[src/rtl/core/lsb_stego_frame_extractor_top_assert.svh]
// Assertion macros for the LSB frame extractor top level.
// No dependencies; included by lsb_stego_frame_extractor_top.sv.
`ifndef LSB_STEGO_FRAME_EXTRACTOR_TOP_ASSERT_SVH
`define LSB_STEGO_FRAME_EXTRACTOR_TOP_ASSERT_SVH

// Same-cycle implication, disabled while reset is asserted.
`define LSE_ASSERT_IMPL(lbl, clk_s, rst_s, ante, cons, msg) \
    lbl: assert property (@(posedge clk_s) disable iff (!rst_s) (ante) |-> (cons)) \
        else $error(msg);

// Next-cycle implication, disabled while reset is asserted.
`define LSE_ASSERT_NEXT(lbl, clk_s, rst_s, ante, cons, msg) \
    lbl: assert property (@(posedge clk_s) disable iff (!rst_s) (ante) |=> (cons)) \
        else $error(msg);

`endif

[src/rtl/core/lse_pkg.sv]
// Shared types and constants for the LSB frame extractor.
// No dependencies; used by lsb_stego_frame_extractor_top.sv.
package lse_pkg;

    localparam int WORD_BITS = 32;
    localparam int CHAR_BITS = 8;
    localparam int CFG_W     = 8;
    localparam int CNT_W     = 5;               // counts 0..31 bits
    localparam int REM_W     = WORD_BITS - 1;   // positive lengths only
    localparam int IDX_W     = 2;

    // Register indexes
    localparam logic [IDX_W-1:0] CFG_HEADER_SKIP = 2'd0;
    localparam logic [IDX_W-1:0] CFG_MAGIC_LIMIT = 2'd1;
    localparam logic [IDX_W-1:0] CFG_EXT_LIMIT   = 2'd2;

    localparam logic [CFG_W-1:0] HEADER_SKIP_RST = 8'd54;
    localparam logic [CFG_W-1:0] MAGIC_LIMIT_RST = 8'd19;
    localparam logic [CFG_W-1:0] EXT_LIMIT_RST   = 8'd10;

    // Result kinds
    localparam logic [2:0] KIND_MAGIC_CHAR = 3'd0;
    localparam logic [2:0] KIND_EXT_CHAR   = 3'd1;
    localparam logic [2:0] KIND_DATA       = 3'd2;
    localparam logic [2:0] KIND_MAGIC_LEN  = 3'd3;
    localparam logic [2:0] KIND_EXT_LEN    = 3'd4;
    localparam logic [2:0] KIND_SECRET_LEN = 3'd5;
    localparam logic [2:0] KIND_ERROR      = 3'd6;

    // Status codes
    localparam logic [1:0] ST_OK        = 2'd0;
    localparam logic [1:0] ST_BAD_MAGIC = 2'd1;
    localparam logic [1:0] ST_BAD_EXT   = 2'd2;

    typedef enum logic [2:0] {
        PH_SKIP  = 3'd0,
        PH_MLEN  = 3'd1,
        PH_MAGIC = 3'd2,
        PH_ELEN  = 3'd3,
        PH_EXT   = 3'd4,
        PH_SSIZE = 3'd5,
        PH_DATA  = 3'd6,
        PH_IDLE  = 3'd7
    } phase_t;

endpackage

[src/rtl/core/lsb_stego_frame_extractor_top.sv]
// LSB frame extractor: pulls hidden length words and characters out of bit 0
// of carrier image bytes. Depends on lse_pkg.sv and the _assert.svh macros.
//
//  channel | signals                              | direction | beat
//  --------+--------------------------------------+-----------+--------------------------
//  input   | in_valid, in_stall, image_byte, sof  | in        | one carrier byte
//  output  | out_valid, out_stall, decoded_byte.. | out       | one decoded word or char
//  config  | cfg_valid, cfg_ready, index, data    | in        | one register write
//
// One image byte per cycle while in_stall is low; a taken byte passes through
// the input register, then the parse step, into the result register.
// The parse step holds one shift, one 31-bit compare and one decrement.
// rst_n clears the parser and loads the register defaults; no clearing pass.
// in_stall rises only when the input register holds a beat and the result
// register is full and stalled. cfg_ready is always high.
`include "lsb_stego_frame_extractor_top_assert.svh"

module lsb_stego_frame_extractor_top
(
    input  logic                                    clk,
    input  logic                                    rst_n,
    // input channel
    input  logic                                    in_valid,
    output logic                                    in_stall,
    input  logic [7:0]                              image_byte,
    input  logic                                    start_of_image,
    // output channel
    output logic                                    out_valid,
    input  logic                                    out_stall,
    output logic [7:0]                              decoded_byte,
    output logic [2:0]                              item_kind,
    output logic signed [31:0]                      length_value,
    output logic [1:0]                              status,
    output logic                                    message_end,
    // configuration
    input  logic                                    cfg_valid,
    output logic                                    cfg_ready,
    input  logic [lse_pkg::IDX_W-1:0]               cfg_index,
    input  logic [lse_pkg::CFG_W-1:0]               cfg_data
);

    // ---------------- configuration registers ----------------
    logic [lse_pkg::CFG_W-1:0] header_skip_reg;
    logic [lse_pkg::CFG_W-1:0] magic_limit_reg;
    logic [lse_pkg::CFG_W-1:0] ext_limit_reg;

    assign cfg_ready = 1'b1;

    always_ff @(posedge clk or negedge rst_n)
    begin
        if (!rst_n)
        begin
            header_skip_reg <= lse_pkg::HEADER_SKIP_RST;
            magic_limit_reg <= lse_pkg::MAGIC_LIMIT_RST;
            ext_limit_reg   <= lse_pkg::EXT_LIMIT_RST;
        end
        else if (cfg_valid && cfg_ready)
        begin
            case (cfg_index)
                lse_pkg::CFG_HEADER_SKIP: header_skip_reg <= cfg_data;
                lse_pkg::CFG_MAGIC_LIMIT: magic_limit_reg <= cfg_data;
                lse_pkg::CFG_EXT_LIMIT:   ext_limit_reg   <= cfg_data;
                default:                  ;   // unmapped index: dropped
            endcase
        end
    end

    // ---------------- input register ----------------
    logic in_valid_reg;
    logic bit_reg;       // only bit 0 of the carrier byte matters
    logic sof_reg;
    logic adv;           // result register can take a new value

    assign adv      = !out_valid || !out_stall;
    assign in_stall = in_valid_reg && !adv;

    always_ff @(posedge clk or negedge rst_n)
    begin
        if (!rst_n)
        begin
            in_valid_reg <= 1'b0;
        end
        else if (!in_stall)
        begin
            in_valid_reg <= in_valid;
        end
    end

    always_ff @(posedge clk)
    begin
        if (in_valid && !in_stall)
        begin
            bit_reg <= image_byte[0];
            sof_reg <= start_of_image;
        end
    end

    // ---------------- parser state ----------------
    lse_pkg::phase_t                 phase_reg, phase_next;
    logic [lse_pkg::WORD_BITS-2:0]   shift_reg, shift_next;   // bits gathered so far
    logic [lse_pkg::CNT_W-1:0]       cnt_reg, cnt_next;
    logic [lse_pkg::REM_W-1:0]       rem_reg, rem_next;
    logic [lse_pkg::CFG_W-1:0]       hdr_reg, hdr_next;

    // start_of_image wipes the parser before this byte is looked at
    lse_pkg::phase_t                 ph_cur, ph_eff;
    logic [lse_pkg::WORD_BITS-2:0]   shift_cur;
    logic [lse_pkg::CNT_W-1:0]       cnt_cur;
    logic [lse_pkg::REM_W-1:0]       rem_cur, rem_dec;
    logic [lse_pkg::CFG_W-1:0]       hdr_cur;

    logic                            step;
    logic                            skipping;
    logic                            is_word;
    logic                            done;
    logic                            produce;
    logic                            rem_last;
    logic [lse_pkg::WORD_BITS-1:0]   w;
    logic [lse_pkg::CFG_W-1:0]       limit_sel;
    logic                            len_ok;
    logic                            size_end;

    assign step      = in_valid_reg && adv;
    assign ph_cur    = sof_reg ? lse_pkg::PH_SKIP : phase_reg;
    assign shift_cur = sof_reg ? '0 : shift_reg;
    assign cnt_cur   = sof_reg ? '0 : cnt_reg;
    assign rem_cur   = sof_reg ? '0 : rem_reg;
    assign hdr_cur   = sof_reg ? '0 : hdr_reg;

    assign skipping  = (ph_cur == lse_pkg::PH_SKIP) && (hdr_cur < header_skip_reg);
    assign ph_eff    = (ph_cur == lse_pkg::PH_SKIP) ? lse_pkg::PH_MLEN : ph_cur;
    assign is_word   = (ph_eff == lse_pkg::PH_MLEN) || (ph_eff == lse_pkg::PH_ELEN) ||
                       (ph_eff == lse_pkg::PH_SSIZE);
    assign w         = {shift_cur, bit_reg};
    assign done      = is_word ? (cnt_cur == lse_pkg::CNT_W'(lse_pkg::WORD_BITS - 1))
                               : (cnt_cur == lse_pkg::CNT_W'(lse_pkg::CHAR_BITS - 1));
    assign produce   = in_valid_reg && (ph_cur != lse_pkg::PH_IDLE) && !skipping && done;

    assign rem_dec   = rem_cur - lse_pkg::REM_W'(1);
    assign rem_last  = (rem_cur == lse_pkg::REM_W'(1));

    // length accepted when positive and no larger than the limit
    assign limit_sel = (ph_eff == lse_pkg::PH_MLEN) ? magic_limit_reg : ext_limit_reg;
    assign len_ok    = !w[lse_pkg::WORD_BITS-1] && (w != '0) &&
                       (w[lse_pkg::WORD_BITS-2:0] <= lse_pkg::REM_W'(limit_sel));
    assign size_end  = w[lse_pkg::WORD_BITS-1] || (w == '0);

    // next state
    always_comb
    begin
        phase_next = phase_reg;
        shift_next = shift_reg;
        cnt_next   = cnt_reg;
        rem_next   = rem_reg;
        hdr_next   = hdr_reg;
        if (step)
        begin
            phase_next = ph_cur;
            shift_next = shift_cur;
            cnt_next   = cnt_cur;
            rem_next   = rem_cur;
            hdr_next   = hdr_cur;
            if (ph_cur == lse_pkg::PH_IDLE)
            begin
                // message over: byte ignored
            end
            else if (skipping)
            begin
                hdr_next = hdr_cur + lse_pkg::CFG_W'(1);
            end
            else if (!done)
            begin
                phase_next = ph_eff;
                shift_next = w[lse_pkg::WORD_BITS-2:0];
                cnt_next   = cnt_cur + lse_pkg::CNT_W'(1);
            end
            else
            begin
                shift_next = '0;
                cnt_next   = '0;
                case (ph_eff)
                    lse_pkg::PH_MLEN:
                    begin
                        phase_next = len_ok ? lse_pkg::PH_MAGIC : lse_pkg::PH_IDLE;
                        rem_next   = w[lse_pkg::WORD_BITS-2:0];
                    end
                    lse_pkg::PH_MAGIC:
                    begin
                        rem_next   = rem_dec;
                        phase_next = rem_last ? lse_pkg::PH_ELEN : lse_pkg::PH_MAGIC;
                    end
                    lse_pkg::PH_ELEN:
                    begin
                        phase_next = len_ok ? lse_pkg::PH_EXT : lse_pkg::PH_IDLE;
                        rem_next   = w[lse_pkg::WORD_BITS-2:0];
                    end
                    lse_pkg::PH_EXT:
                    begin
                        rem_next   = rem_dec;
                        phase_next = rem_last ? lse_pkg::PH_SSIZE : lse_pkg::PH_EXT;
                    end
                    lse_pkg::PH_SSIZE:
                    begin
                        phase_next = size_end ? lse_pkg::PH_IDLE : lse_pkg::PH_DATA;
                        rem_next   = w[lse_pkg::WORD_BITS-2:0];
                    end
                    lse_pkg::PH_DATA:
                    begin
                        rem_next   = rem_dec;
                        phase_next = rem_last ? lse_pkg::PH_IDLE : lse_pkg::PH_DATA;
                    end
                    default:
                    begin
                        phase_next = ph_eff;
                    end
                endcase
            end
        end
    end

    // result fields for a completed word or char
    logic [7:0]  res_byte;
    logic [2:0]  res_kind;
    logic [31:0] res_len;
    logic [1:0]  res_status;
    logic        res_end;

    always_comb
    begin
        res_byte   = '0;
        res_kind   = lse_pkg::KIND_DATA;
        res_len    = '0;
        res_status = lse_pkg::ST_OK;
        res_end    = 1'b0;
        case (ph_eff)
            lse_pkg::PH_MLEN:
            begin
                res_len = w;
                if (len_ok)
                begin
                    res_kind = lse_pkg::KIND_MAGIC_LEN;
                end
                else
                begin
                    res_kind   = lse_pkg::KIND_ERROR;
                    res_status = lse_pkg::ST_BAD_MAGIC;
                    res_end    = 1'b1;
                end
            end
            lse_pkg::PH_MAGIC:
            begin
                res_kind = lse_pkg::KIND_MAGIC_CHAR;
                res_byte = w[7:0];
            end
            lse_pkg::PH_ELEN:
            begin
                res_len = w;
                if (len_ok)
                begin
                    res_kind = lse_pkg::KIND_EXT_LEN;
                end
                else
                begin
                    res_kind   = lse_pkg::KIND_ERROR;
                    res_status = lse_pkg::ST_BAD_EXT;
                    res_end    = 1'b1;
                end
            end
            lse_pkg::PH_EXT:
            begin
                res_kind = lse_pkg::KIND_EXT_CHAR;
                res_byte = w[7:0];
            end
            lse_pkg::PH_SSIZE:
            begin
                res_kind = lse_pkg::KIND_SECRET_LEN;
                res_len  = w;
                res_end  = size_end;
            end
            lse_pkg::PH_DATA:
            begin
                res_kind = lse_pkg::KIND_DATA;
                res_byte = w[7:0];
                res_end  = rem_last;
            end
            default:
            begin
                res_kind = lse_pkg::KIND_DATA;
            end
        endcase
    end

    always_ff @(posedge clk or negedge rst_n)
    begin
        if (!rst_n)
        begin
            phase_reg <= lse_pkg::PH_SKIP;
            shift_reg <= '0;
            cnt_reg   <= '0;
            rem_reg   <= '0;
            hdr_reg   <= '0;
        end
        else
        begin
            phase_reg <= phase_next;
            shift_reg <= shift_next;
            cnt_reg   <= cnt_next;
            rem_reg   <= rem_next;
            hdr_reg   <= hdr_next;
        end
    end

    // ---------------- result register ----------------
    always_ff @(posedge clk or negedge rst_n)
    begin
        if (!rst_n)
        begin
            out_valid <= 1'b0;
        end
        else if (adv)
        begin
            out_valid <= step && produce;
        end
    end

    always_ff @(posedge clk)
    begin
        if (step && produce)
        begin
            decoded_byte <= res_byte;
            item_kind    <= res_kind;
            length_value <= res_len;
            status       <= res_status;
            message_end  <= res_end;
        end
    end

    // ---------------- assertions ----------------
    `LSE_ASSERT_IMPL(a_error_ends, clk, rst_n,
        out_valid && (item_kind == lse_pkg::KIND_ERROR),
        message_end && (status != lse_pkg::ST_OK),
        "error beat without end flag or error status")

    `LSE_ASSERT_IMPL(a_status_only_on_error, clk, rst_n,
        out_valid && (status != lse_pkg::ST_OK),
        item_kind == lse_pkg::KIND_ERROR,
        "non-ok status on a regular beat")

    `LSE_ASSERT_NEXT(a_idle_silent, clk, rst_n,
        step && !sof_reg && (phase_reg == lse_pkg::PH_IDLE),
        !out_valid,
        "result produced after message end")

    `LSE_ASSERT_IMPL(a_char_count_range, clk, rst_n,
        (phase_reg == lse_pkg::PH_MAGIC) || (phase_reg == lse_pkg::PH_EXT) ||
        (phase_reg == lse_pkg::PH_DATA),
        cnt_reg < lse_pkg::CNT_W'(lse_pkg::CHAR_BITS),
        "bit count past a character in a char phase")

endmodule
[config.mk]
export PLATFORM = sky130hd
export DESIGN_NAME = lsb_stego_frame_extractor_top
export DESIGN_NICKNAME = d
export VERILOG_FILES = /design/src/rtl/core/lse_pkg.sv /design/src/rtl/core/lsb_stego_frame_extractor_top.sv
export VERILOG_INCLUDE_DIRS = /design/src /design/src/rtl/core
export SDC_FILE = /design/constraint.sdc
export NUM_CORES = 1
export LEC_CHECK = 0
export ABC_AREA = 1
export ABC_CLOCK_PERIOD_IN_PS = 3950
export BUFFER_PORTS_ARGS = -buffer_cell sky130_fd_sc_hd__buf_2
export CAP_MARGIN = 0
export CORE_AREA = 2 2 149 115
export DETAILED_ROUTE_END_ITERATION = 10
export DIE_AREA = 0 0 151 117
export GPL_TIMING_DRIVEN = 1
export PLACE_DENSITY = 0.79
export SLEW_MARGIN = 20
export SYNTH_ARGS = -nofsm -noshare
export SYNTH_HDL_FRONTEND = slang
export SYNTH_SLANG_ARGS = --single-unit
[constraint.sdc]
create_clock -name clk -period 3.95 [get_ports clk]
set_input_delay 0.79 -clock clk [delete_from_list [all_inputs] [get_ports clk]]
set_output_delay 0.79 -clock clk [all_outputs]
set_load 0.01 [all_outputs]
==> results of run 1 <==
## cell families (layout without fill, tap and decap cells)
family,Yosys count,in the layout,share of synthesized area [%]
buffers and inverters,159,220,7.389
other,1,1,0.04283
XOR/XNOR,11,11,1.100
flip-flops,152,152,46.32
adder cells (fa/ha/maj),19,19,2.715
AO/OA/AOI/OAI,213,213,12.62
multiplexers,7,7,0.8004
AND/OR/NAND/NOR,624,624,29.01
## routing by layer
layer | share of wire, % | wire length, um
met5 | 0 | 0
met4 | 1.9 | 424
met3 | 9.6 | 2165
met2 | 45 | 10090
met1 | 44 | 9970
## cell type report
type | count | share of cell area [%]
clock inverter | 14 | 1.773
clock buffer | 18 | 4.345
sequential | 152 | 41.06
multi-input combinational | 875 | 41.06
inverter | 106 | 4.028
timing repair buffer | 82 | 5.016
tap | 215 | 2.724
## metrics by stage
step	utilization (%)	instance area, sq um	instances	total power (uW)	hold slack (ns)
final	60.55	9877	1462	7403	0.4014
after global routing	60.55	9877	1462	7952	0.4633
after CTS	60.55	9877	1462	7346	0.4299
after detailed placement	56.84	9273	1430	5637	0.4648
after global placement	56.84	9273	1430	5537	0.4618
after floorplan	-	8755	1186	4789	0.4468
## worst min path at each step
stage,slack (ns),end,cells after the start
after global placement,0.46,rem_reg[7]$_DFFE_PN0P_,2
after floorplan,0.45,header_skip_reg[0]$_DFFE_PN0P_,2
final,0.40,rem_reg[21]$_DFFE_PN0P_,1
after CTS,0.43,rem_reg[21]$_DFFE_PN0P_,1
after global routing,0.46,rem_reg[24]$_DFFE_PN0P_,1
after detailed placement,0.46,rem_reg[25]$_DFFE_PN0P_,2
## worst max-delay path: stages (launching register included)
cell and delay [ns]:
edfxtp_1 0.67, buf_4 0.31, nor2_1 0.20, ha_1 0.24, nand2_1 0.07, nor2_1 0.20, nand2_1 0.08, nand2_1 0.07
nand2_1 0.13, nor2_2 0.17, nand2_1 0.26, inv_2 0.37, nand2_1 0.13, o21ai_1 0.17, nand2_1 0.07
## power breakdown
| part | internal [uW] | switching [uW] | total (uW) | leakage, uW |
|---|---|---|---|---|
| combinational | 1050 | 2320 | 3370 | 0.00296 |
| clock | 996 | 685 | 1680 | 0.000286 |
| sequential | 2100 | 253 | 2350 | 0.00177 |
| total | 4140 | 3260 | 7400 | 0.00501 |
## cell usage in the layout, fill, tap and decap left out, types with 9 or more instances in the layout
cell type,n
a21oi_1,44
buf_2,63
buf_4,16
clkbuf_16,17
dfrtp_1,95
dfstp_2,9
edfxtp_1,48
ha_1,19
inv_1,94
inv_2,12
nand2_1,362
nand3_1,57
nor2_1,165
nor3_1,10
o21ai_0,118
o21ai_1,32
xor2_1,10
==> run summary, run 1 <==
SETUP PATH
--------------------------------------------------------------------------------------------------
Worst flop-to-flop path endpoint                                                      rem_reg[21]$_DFFE_PN0P_
Critical path endpoint                                                                rem_reg[21]$_DFFE_PN0P_
R2R cell count                                                                                  14
Start point of the critical path                                                      sof_reg$_DFFE_PP_
Data required time of the worst path                                                       4.27 ns
Data arrival time of the critical path                                                     3.58 ns
Crit Path Class                                                                         reg -> reg
Setup slack of the worst register-to-register path                                         0.70 ns
Crit path capture type                                                                        flop
Beginning of the worst register-to-register path                                      sof_reg$_DFFE_PP_
Startpoint types                                                                              flop
Maximum fanout along the worst path                                                             15

FLOORPLAN
--------------------------------------------------------------------------------------------------
Core region area                                                                      0.01631 sq mm
Die X-Extent                                                                                151 um
Area of the die                                                                       0.01767 sq mm
Top-level port count                                                                            73
Die boundary height                                                                         117 um
Initial core utilization                                                                    53.67%
Cell Rows                                                                                       41

TIMING
--------------------------------------------------------------------------------------------------
Final worst clock skew                                                                 0.007620 ns
Worst-case setup margin in the final layout                                              0.6953 ns
Max_slew headroom                                                                           42.05%
Final Hold Violating Endpoints                                                                   0
Period Utilization, post-route                                                              82.40%
Actual transition at the worst max-transition pin                                        0.8693 ns
Setup repair after global routing missed its margin                                          false
Final period demand of the worst path                                                     3.255 ns
Max Clock Freq                                                                          0.3073 GHz
Max Transition Viols Final                                                                       0
Total negative slack for setup checks                                                         0 ns
Final setup violating endpoints                                                                  0

GLOBAL ROUTING
--------------------------------------------------------------------------------------------------
Vias in the first global route                                                               7,359
Residual overflow from global routing                                                            0
Met2 global-route usage                                                                     41.67%
Met3 track utilization from global routing                                                  6.085%
First-pass GRT wire length                                                               36,850 um
Number of antenna violations at the first check in global routing                                0
Routing usage on met1                                                                       38.39%
GR peak layer                                                                                 met2
Overall routing resource usage                                                              26.95%
Maximum number of pins on one net before global-route repair                                    87

LAYOUT
--------------------------------------------------------------------------------------------------
FF/Latch Area                                                                         0.004055 sq mm
Share of cells above drive strength 1                                                       12.03%
Number of flip-flops under the largest register name                                            32
Area Overhead vs Synth                                                                      12.82%
Antenna diode count                                                                              0
Fill cell count                                                                              1,460
Area of the multi-input gates                                                         0.004055 sq mm
Fin nets                                                                                     1,277

ROUTE
--------------------------------------------------------------------------------------------------
Count of TritonRoute iterations in the first routing pass                                        6
DRC violation count after routing                                                                0
DR vias/cell                                                                                 5.616
1st-iter DRT viols                                                                             943
Routed length per instance                                                                15.50 um
Total number of vias                                                                         8,210
Antenna viol nets, final                                                                         0
Final routed wirelength across all metal layers                                          22,660 um

SYNTH
--------------------------------------------------------------------------------------------------
Netlist cell types                                                                              43
Mean instance size in the synthesized netlist                                          7.382 sq um
Top FF cell, synth                                                                         dfrtp_1
Mapped Cells                                                                                 1,186
Async set-reset flop share out of synthesis                                                 68.42%
Post-Syn Area                                                                         0.008755 sq mm
Share of the synthesized area in the top cell type                                          27.15%
Count of synthesis-stage warnings from yosys                                                     0
Number of enable flip-flop cells after synthesis                                                48
Synth top area cells                                                                  dfrtp_1 (27%), edfxtp_1 (16%), nand2_1 (16%), nor2_1 (7.1%), o21ai_0 (6.8%)
Net count of the mapped netlist                                                              1,229
Number of storage elements in the synthesis netlist                                            152
Largest area contributor in the synthesized netlist                                        dfrtp_1
Post-synth top cells                                                                  nand2_1 (363), nor2_1 (165), o21ai_0 (119), dfrtp_1 (95), inv_1 (95)
Top-count cell post-synth                                                                  nand2_1
Part of the Yosys area used for sequential elements                                         46.32%

CLOCK NETWORK
--------------------------------------------------------------------------------------------------
CTS-repair resized insts                                                                         0
Number of buffers on the longest clock path                                                      2
TritonCTS clock tree                                                                           yes
H-Tree Level Count                                                                               4
Post-CTS setup-driven buffer insertion count                                                     0
Clock transition time at the flip-flop clock pins of the worst setup and hold paths        0.06 ns
Sinks on Clock Net                                                                             152
Cell chosen for the clock root                                                           clkbuf_16
Clock insertion delay at the later pin of the skew report                                  0.44 ns
CTS Buf Count                                                                                   17
Number of hold-repair buffers added at the cts stage                                             0

PLACE
--------------------------------------------------------------------------------------------------
Gpl congestion                                                                              0.9183
Half-perimeter wire length after placement                                               15,050 um
Port buffer count                                                                               64
Worst setup timing slack at the placement stage                                          0.7905 ns

OUTCOME
--------------------------------------------------------------------------------------------------
Result of the run                                                                        completed

MIN PATH
--------------------------------------------------------------------------------------------------
Tightest Hold Check Type                                                               in -> async

POWER AND IR DROP
--------------------------------------------------------------------------------------------------
Static Leakage                                                                         0.005014 uW
IR drop worst, VDD                                                                        406.4 uV
Pwr Density                                                                           749.5 mW/mm^2

JOB
--------------------------------------------------------------------------------------------------
Number of violations of the max-capacitance limit                                                0

Note: power is estimated with default switching activity, not from simulation.
==> run 2: changes to the inputs <==
--- a/config.mk
+++ b/config.mk
@@ -7,7 +7,7 @@
 export NUM_CORES = 1
 export LEC_CHECK = 0
 export ABC_AREA = 1
-export ABC_CLOCK_PERIOD_IN_PS = 3950
+export ABC_CLOCK_PERIOD_IN_PS = 3400
 export BUFFER_PORTS_ARGS = -buffer_cell sky130_fd_sc_hd__buf_2
 export CAP_MARGIN = 0
 export CORE_AREA = 2 2 149 115
==> constraint.sdc (replaced) <==
create_clock -name clk -period 3.4 [get_ports clk]
set_input_delay 0.68 -clock clk [delete_from_list [all_inputs] [get_ports clk]]
set_output_delay 0.68 -clock clk [all_outputs]
set_load 0.01 [all_outputs]
==> run summary, run 2 (synthesized netlist as in run 1, its figures left out) <==
LAYOUT
--------------------------------------------------------------------------------------------------
Fill cell count                                                                              1,421
Commonest cells after routing, fill and taps aside                                    nand2_1 (361), nor2_1 (165), o21ai_0 (118)
Antenna diode count                                                                              0
Number of flip-flops under the largest register name                                            32
Share of cells above drive strength 1                                                       12.30%
Fin nets                                                                                     1,282
Most frequent standard cell in the layout excluding fill and tap cells                     nand2_1
Final cell area excluding filler cells                                                0.009943 sq mm
Utilization after layout                                                                    60.95%
Area Overhead vs Synth                                                                      13.58%

POWER AND IR DROP
--------------------------------------------------------------------------------------------------
Static Leakage                                                                         0.005059 uW
IR drop worst, VDD                                                                        579.3 uV
Pwr Density                                                                           864.5 mW/mm^2

ROUTE
--------------------------------------------------------------------------------------------------
Count of TritonRoute iterations in the first routing pass                                        5
DR vias/cell                                                                                 5.603
Total number of vias                                                                         8,219
DRC violation count after routing                                                                0
Antenna viol nets, final                                                                         0
Final routed wirelength across all metal layers                                          22,430 um
1st-iter DRT viols                                                                             982
Routed length per instance                                                                15.29 um

FLOORPLAN
--------------------------------------------------------------------------------------------------
Die X-Extent                                                                                151 um
Core region area                                                                      0.01631 sq mm
Die boundary height                                                                         117 um
Top-level port count                                                                            73
Area of the die                                                                       0.01767 sq mm
Cell Rows                                                                                       41
Initial core utilization                                                                    53.67%

TIMING
--------------------------------------------------------------------------------------------------
Final Hold Violating Endpoints                                                                   0
Final period demand of the worst path                                                     2.924 ns
Actual transition at the worst max-transition pin                                        0.8888 ns
Worst-case setup margin in the final layout                                              0.4755 ns
Final worst clock skew                                                                 0.006658 ns
Final setup violating endpoints                                                                  0
Worst-case hold slack                                                                    0.2911 ns
Total negative slack for setup checks                                                         0 ns
Max Transition Viols Final                                                                       0
Setup repair after global routing missed its margin                                          false
Max_slew headroom                                                                           40.75%
Period Utilization, post-route                                                              86.01%
Max Clock Freq                                                                          0.3419 GHz

PLACE
--------------------------------------------------------------------------------------------------
Worst setup timing slack at the placement stage                                          0.2545 ns
Half-perimeter wire length after placement                                               14,970 um
Gpl congestion                                                                              0.9009
Port buffer count                                                                               64
Area post-placement                                                                   0.009313 sq mm

CLOCK NETWORK
--------------------------------------------------------------------------------------------------
Clock transition time at the flip-flop clock pins of the worst setup and hold paths        0.06 ns
Number of hold-repair buffers added at the cts stage                                             0
Sinks on Clock Net                                                                             152
Clock insertion delay at the later pin of the skew report                                  0.43 ns
H-Tree Level Count                                                                               4
Cell chosen for the clock root                                                           clkbuf_16
TritonCTS clock tree                                                                           yes
Number of buffers on the longest clock path                                                      2
CTS Buf Count                                                                                   17

GLOBAL ROUTING
--------------------------------------------------------------------------------------------------
Vias in the first global route                                                               7,459
Maximum number of pins on one net before global-route repair                                    87
First-pass GRT wire length                                                               37,090 um
Number of antenna violations at the first check in global routing                                0
Overall routing resource usage                                                              26.87%
Residual overflow from global routing                                                            0

SETUP PATH
--------------------------------------------------------------------------------------------------
Data arrival time of the critical path                                                     3.24 ns
Maximum fanout along the worst path                                                             23
Start point of the critical path                                                      sof_reg$_DFFE_PP_
Crit path capture type                                                                        flop
Beginning of the worst register-to-register path                                      sof_reg$_DFFE_PP_
Crit Path Class                                                                         reg -> reg
Startpoint types                                                                              flop
Data required time of the worst path                                                       3.72 ns

JOB
--------------------------------------------------------------------------------------------------
Number of violations of the max-capacitance limit                                                0

MIN PATH
--------------------------------------------------------------------------------------------------
Tightest Hold Check Type                                                               in -> async

OUTCOME
--------------------------------------------------------------------------------------------------
Result of the run                                                                        completed

-- run 2: per-layer routing --
metal  track usage, %  up-vias  share of wire (%)
met5                0        -                  0
met4            8.785        0                1.9
met3            5.039       42                9.6
met2            40.76      383                 44
met1            39.28     3845                 44
li1                 -     3949                  -
-- run 2: area by class of cell --
class                   count  area [sq um]  share of cell area (%)
multi-input cells         875          4058                   40.81
flip-flops and latches    152          4055                   40.78
repair buffers             87         558.0                   5.612
clock buffers              24         525.5                   5.285
inverters                 106         399.1                   4.014
well taps                 215         269.0                   2.705
clock inverters             8         78.83                  0.7928
-- run 2: power by group --
group          internal (uW)  total (uW)  switching [uW]
Clock                   1160        1930             764
Sequential              2440        2720             280
Combinational           1260        3950            2690
-- run 2: repair_timing --
action / 4_1_cts / 5_1_grt
gates resized for setup: 0 / 2
endpoints found under the setup margin: 0 / 6
setup buffers: 0 / 3
-- run 2: per-stage QoR --
stage,total power (uW),std cells
after floorplan,5564,1186
after global placement,6471,1432
after detailed placement,6580,1432
after CTS,8538,1464
after global routing,9266,1467
final,8596,1467
-- run 2: critical path: stages, from the launching register on --
cell	delay (ns)
edfxtp_1	0.36
buf_4	0.19
buf_4	0.17
nor2_1	0.23
ha_1	0.20
a21oi_1	0.04
o21ai_0	0.15
nand2_1	0.08
nand3_1	0.23
nand2_1	0.14
inv_1	0.61
o21ai_0	0.22
nand3_1	0.13
nand2_1	0.06
-- run 2: path summary, 6_finish.rpt --
path | depth (start not counted) | slack (ns) | to
min in group clk | 1 | 0.43 | sof_reg$_DFFE_PP_
worst max register to register | 13 | 0.48 | shift_reg[8]$_DFFE_PN0P_
worst max-delay path | 13 | 0.48 | shift_reg[8]$_DFFE_PN0P_
worst min-delay path | 1 | 0.29 | rem_reg[24]$_DFFE_PN0P_
worst min register to register | 2 | 0.47 | rem_reg[3]$_DFFE_PN0P_
max in group asynchronous | 2 | 2.30 | ext_limit_reg[3]$_DFFE_PN1P_
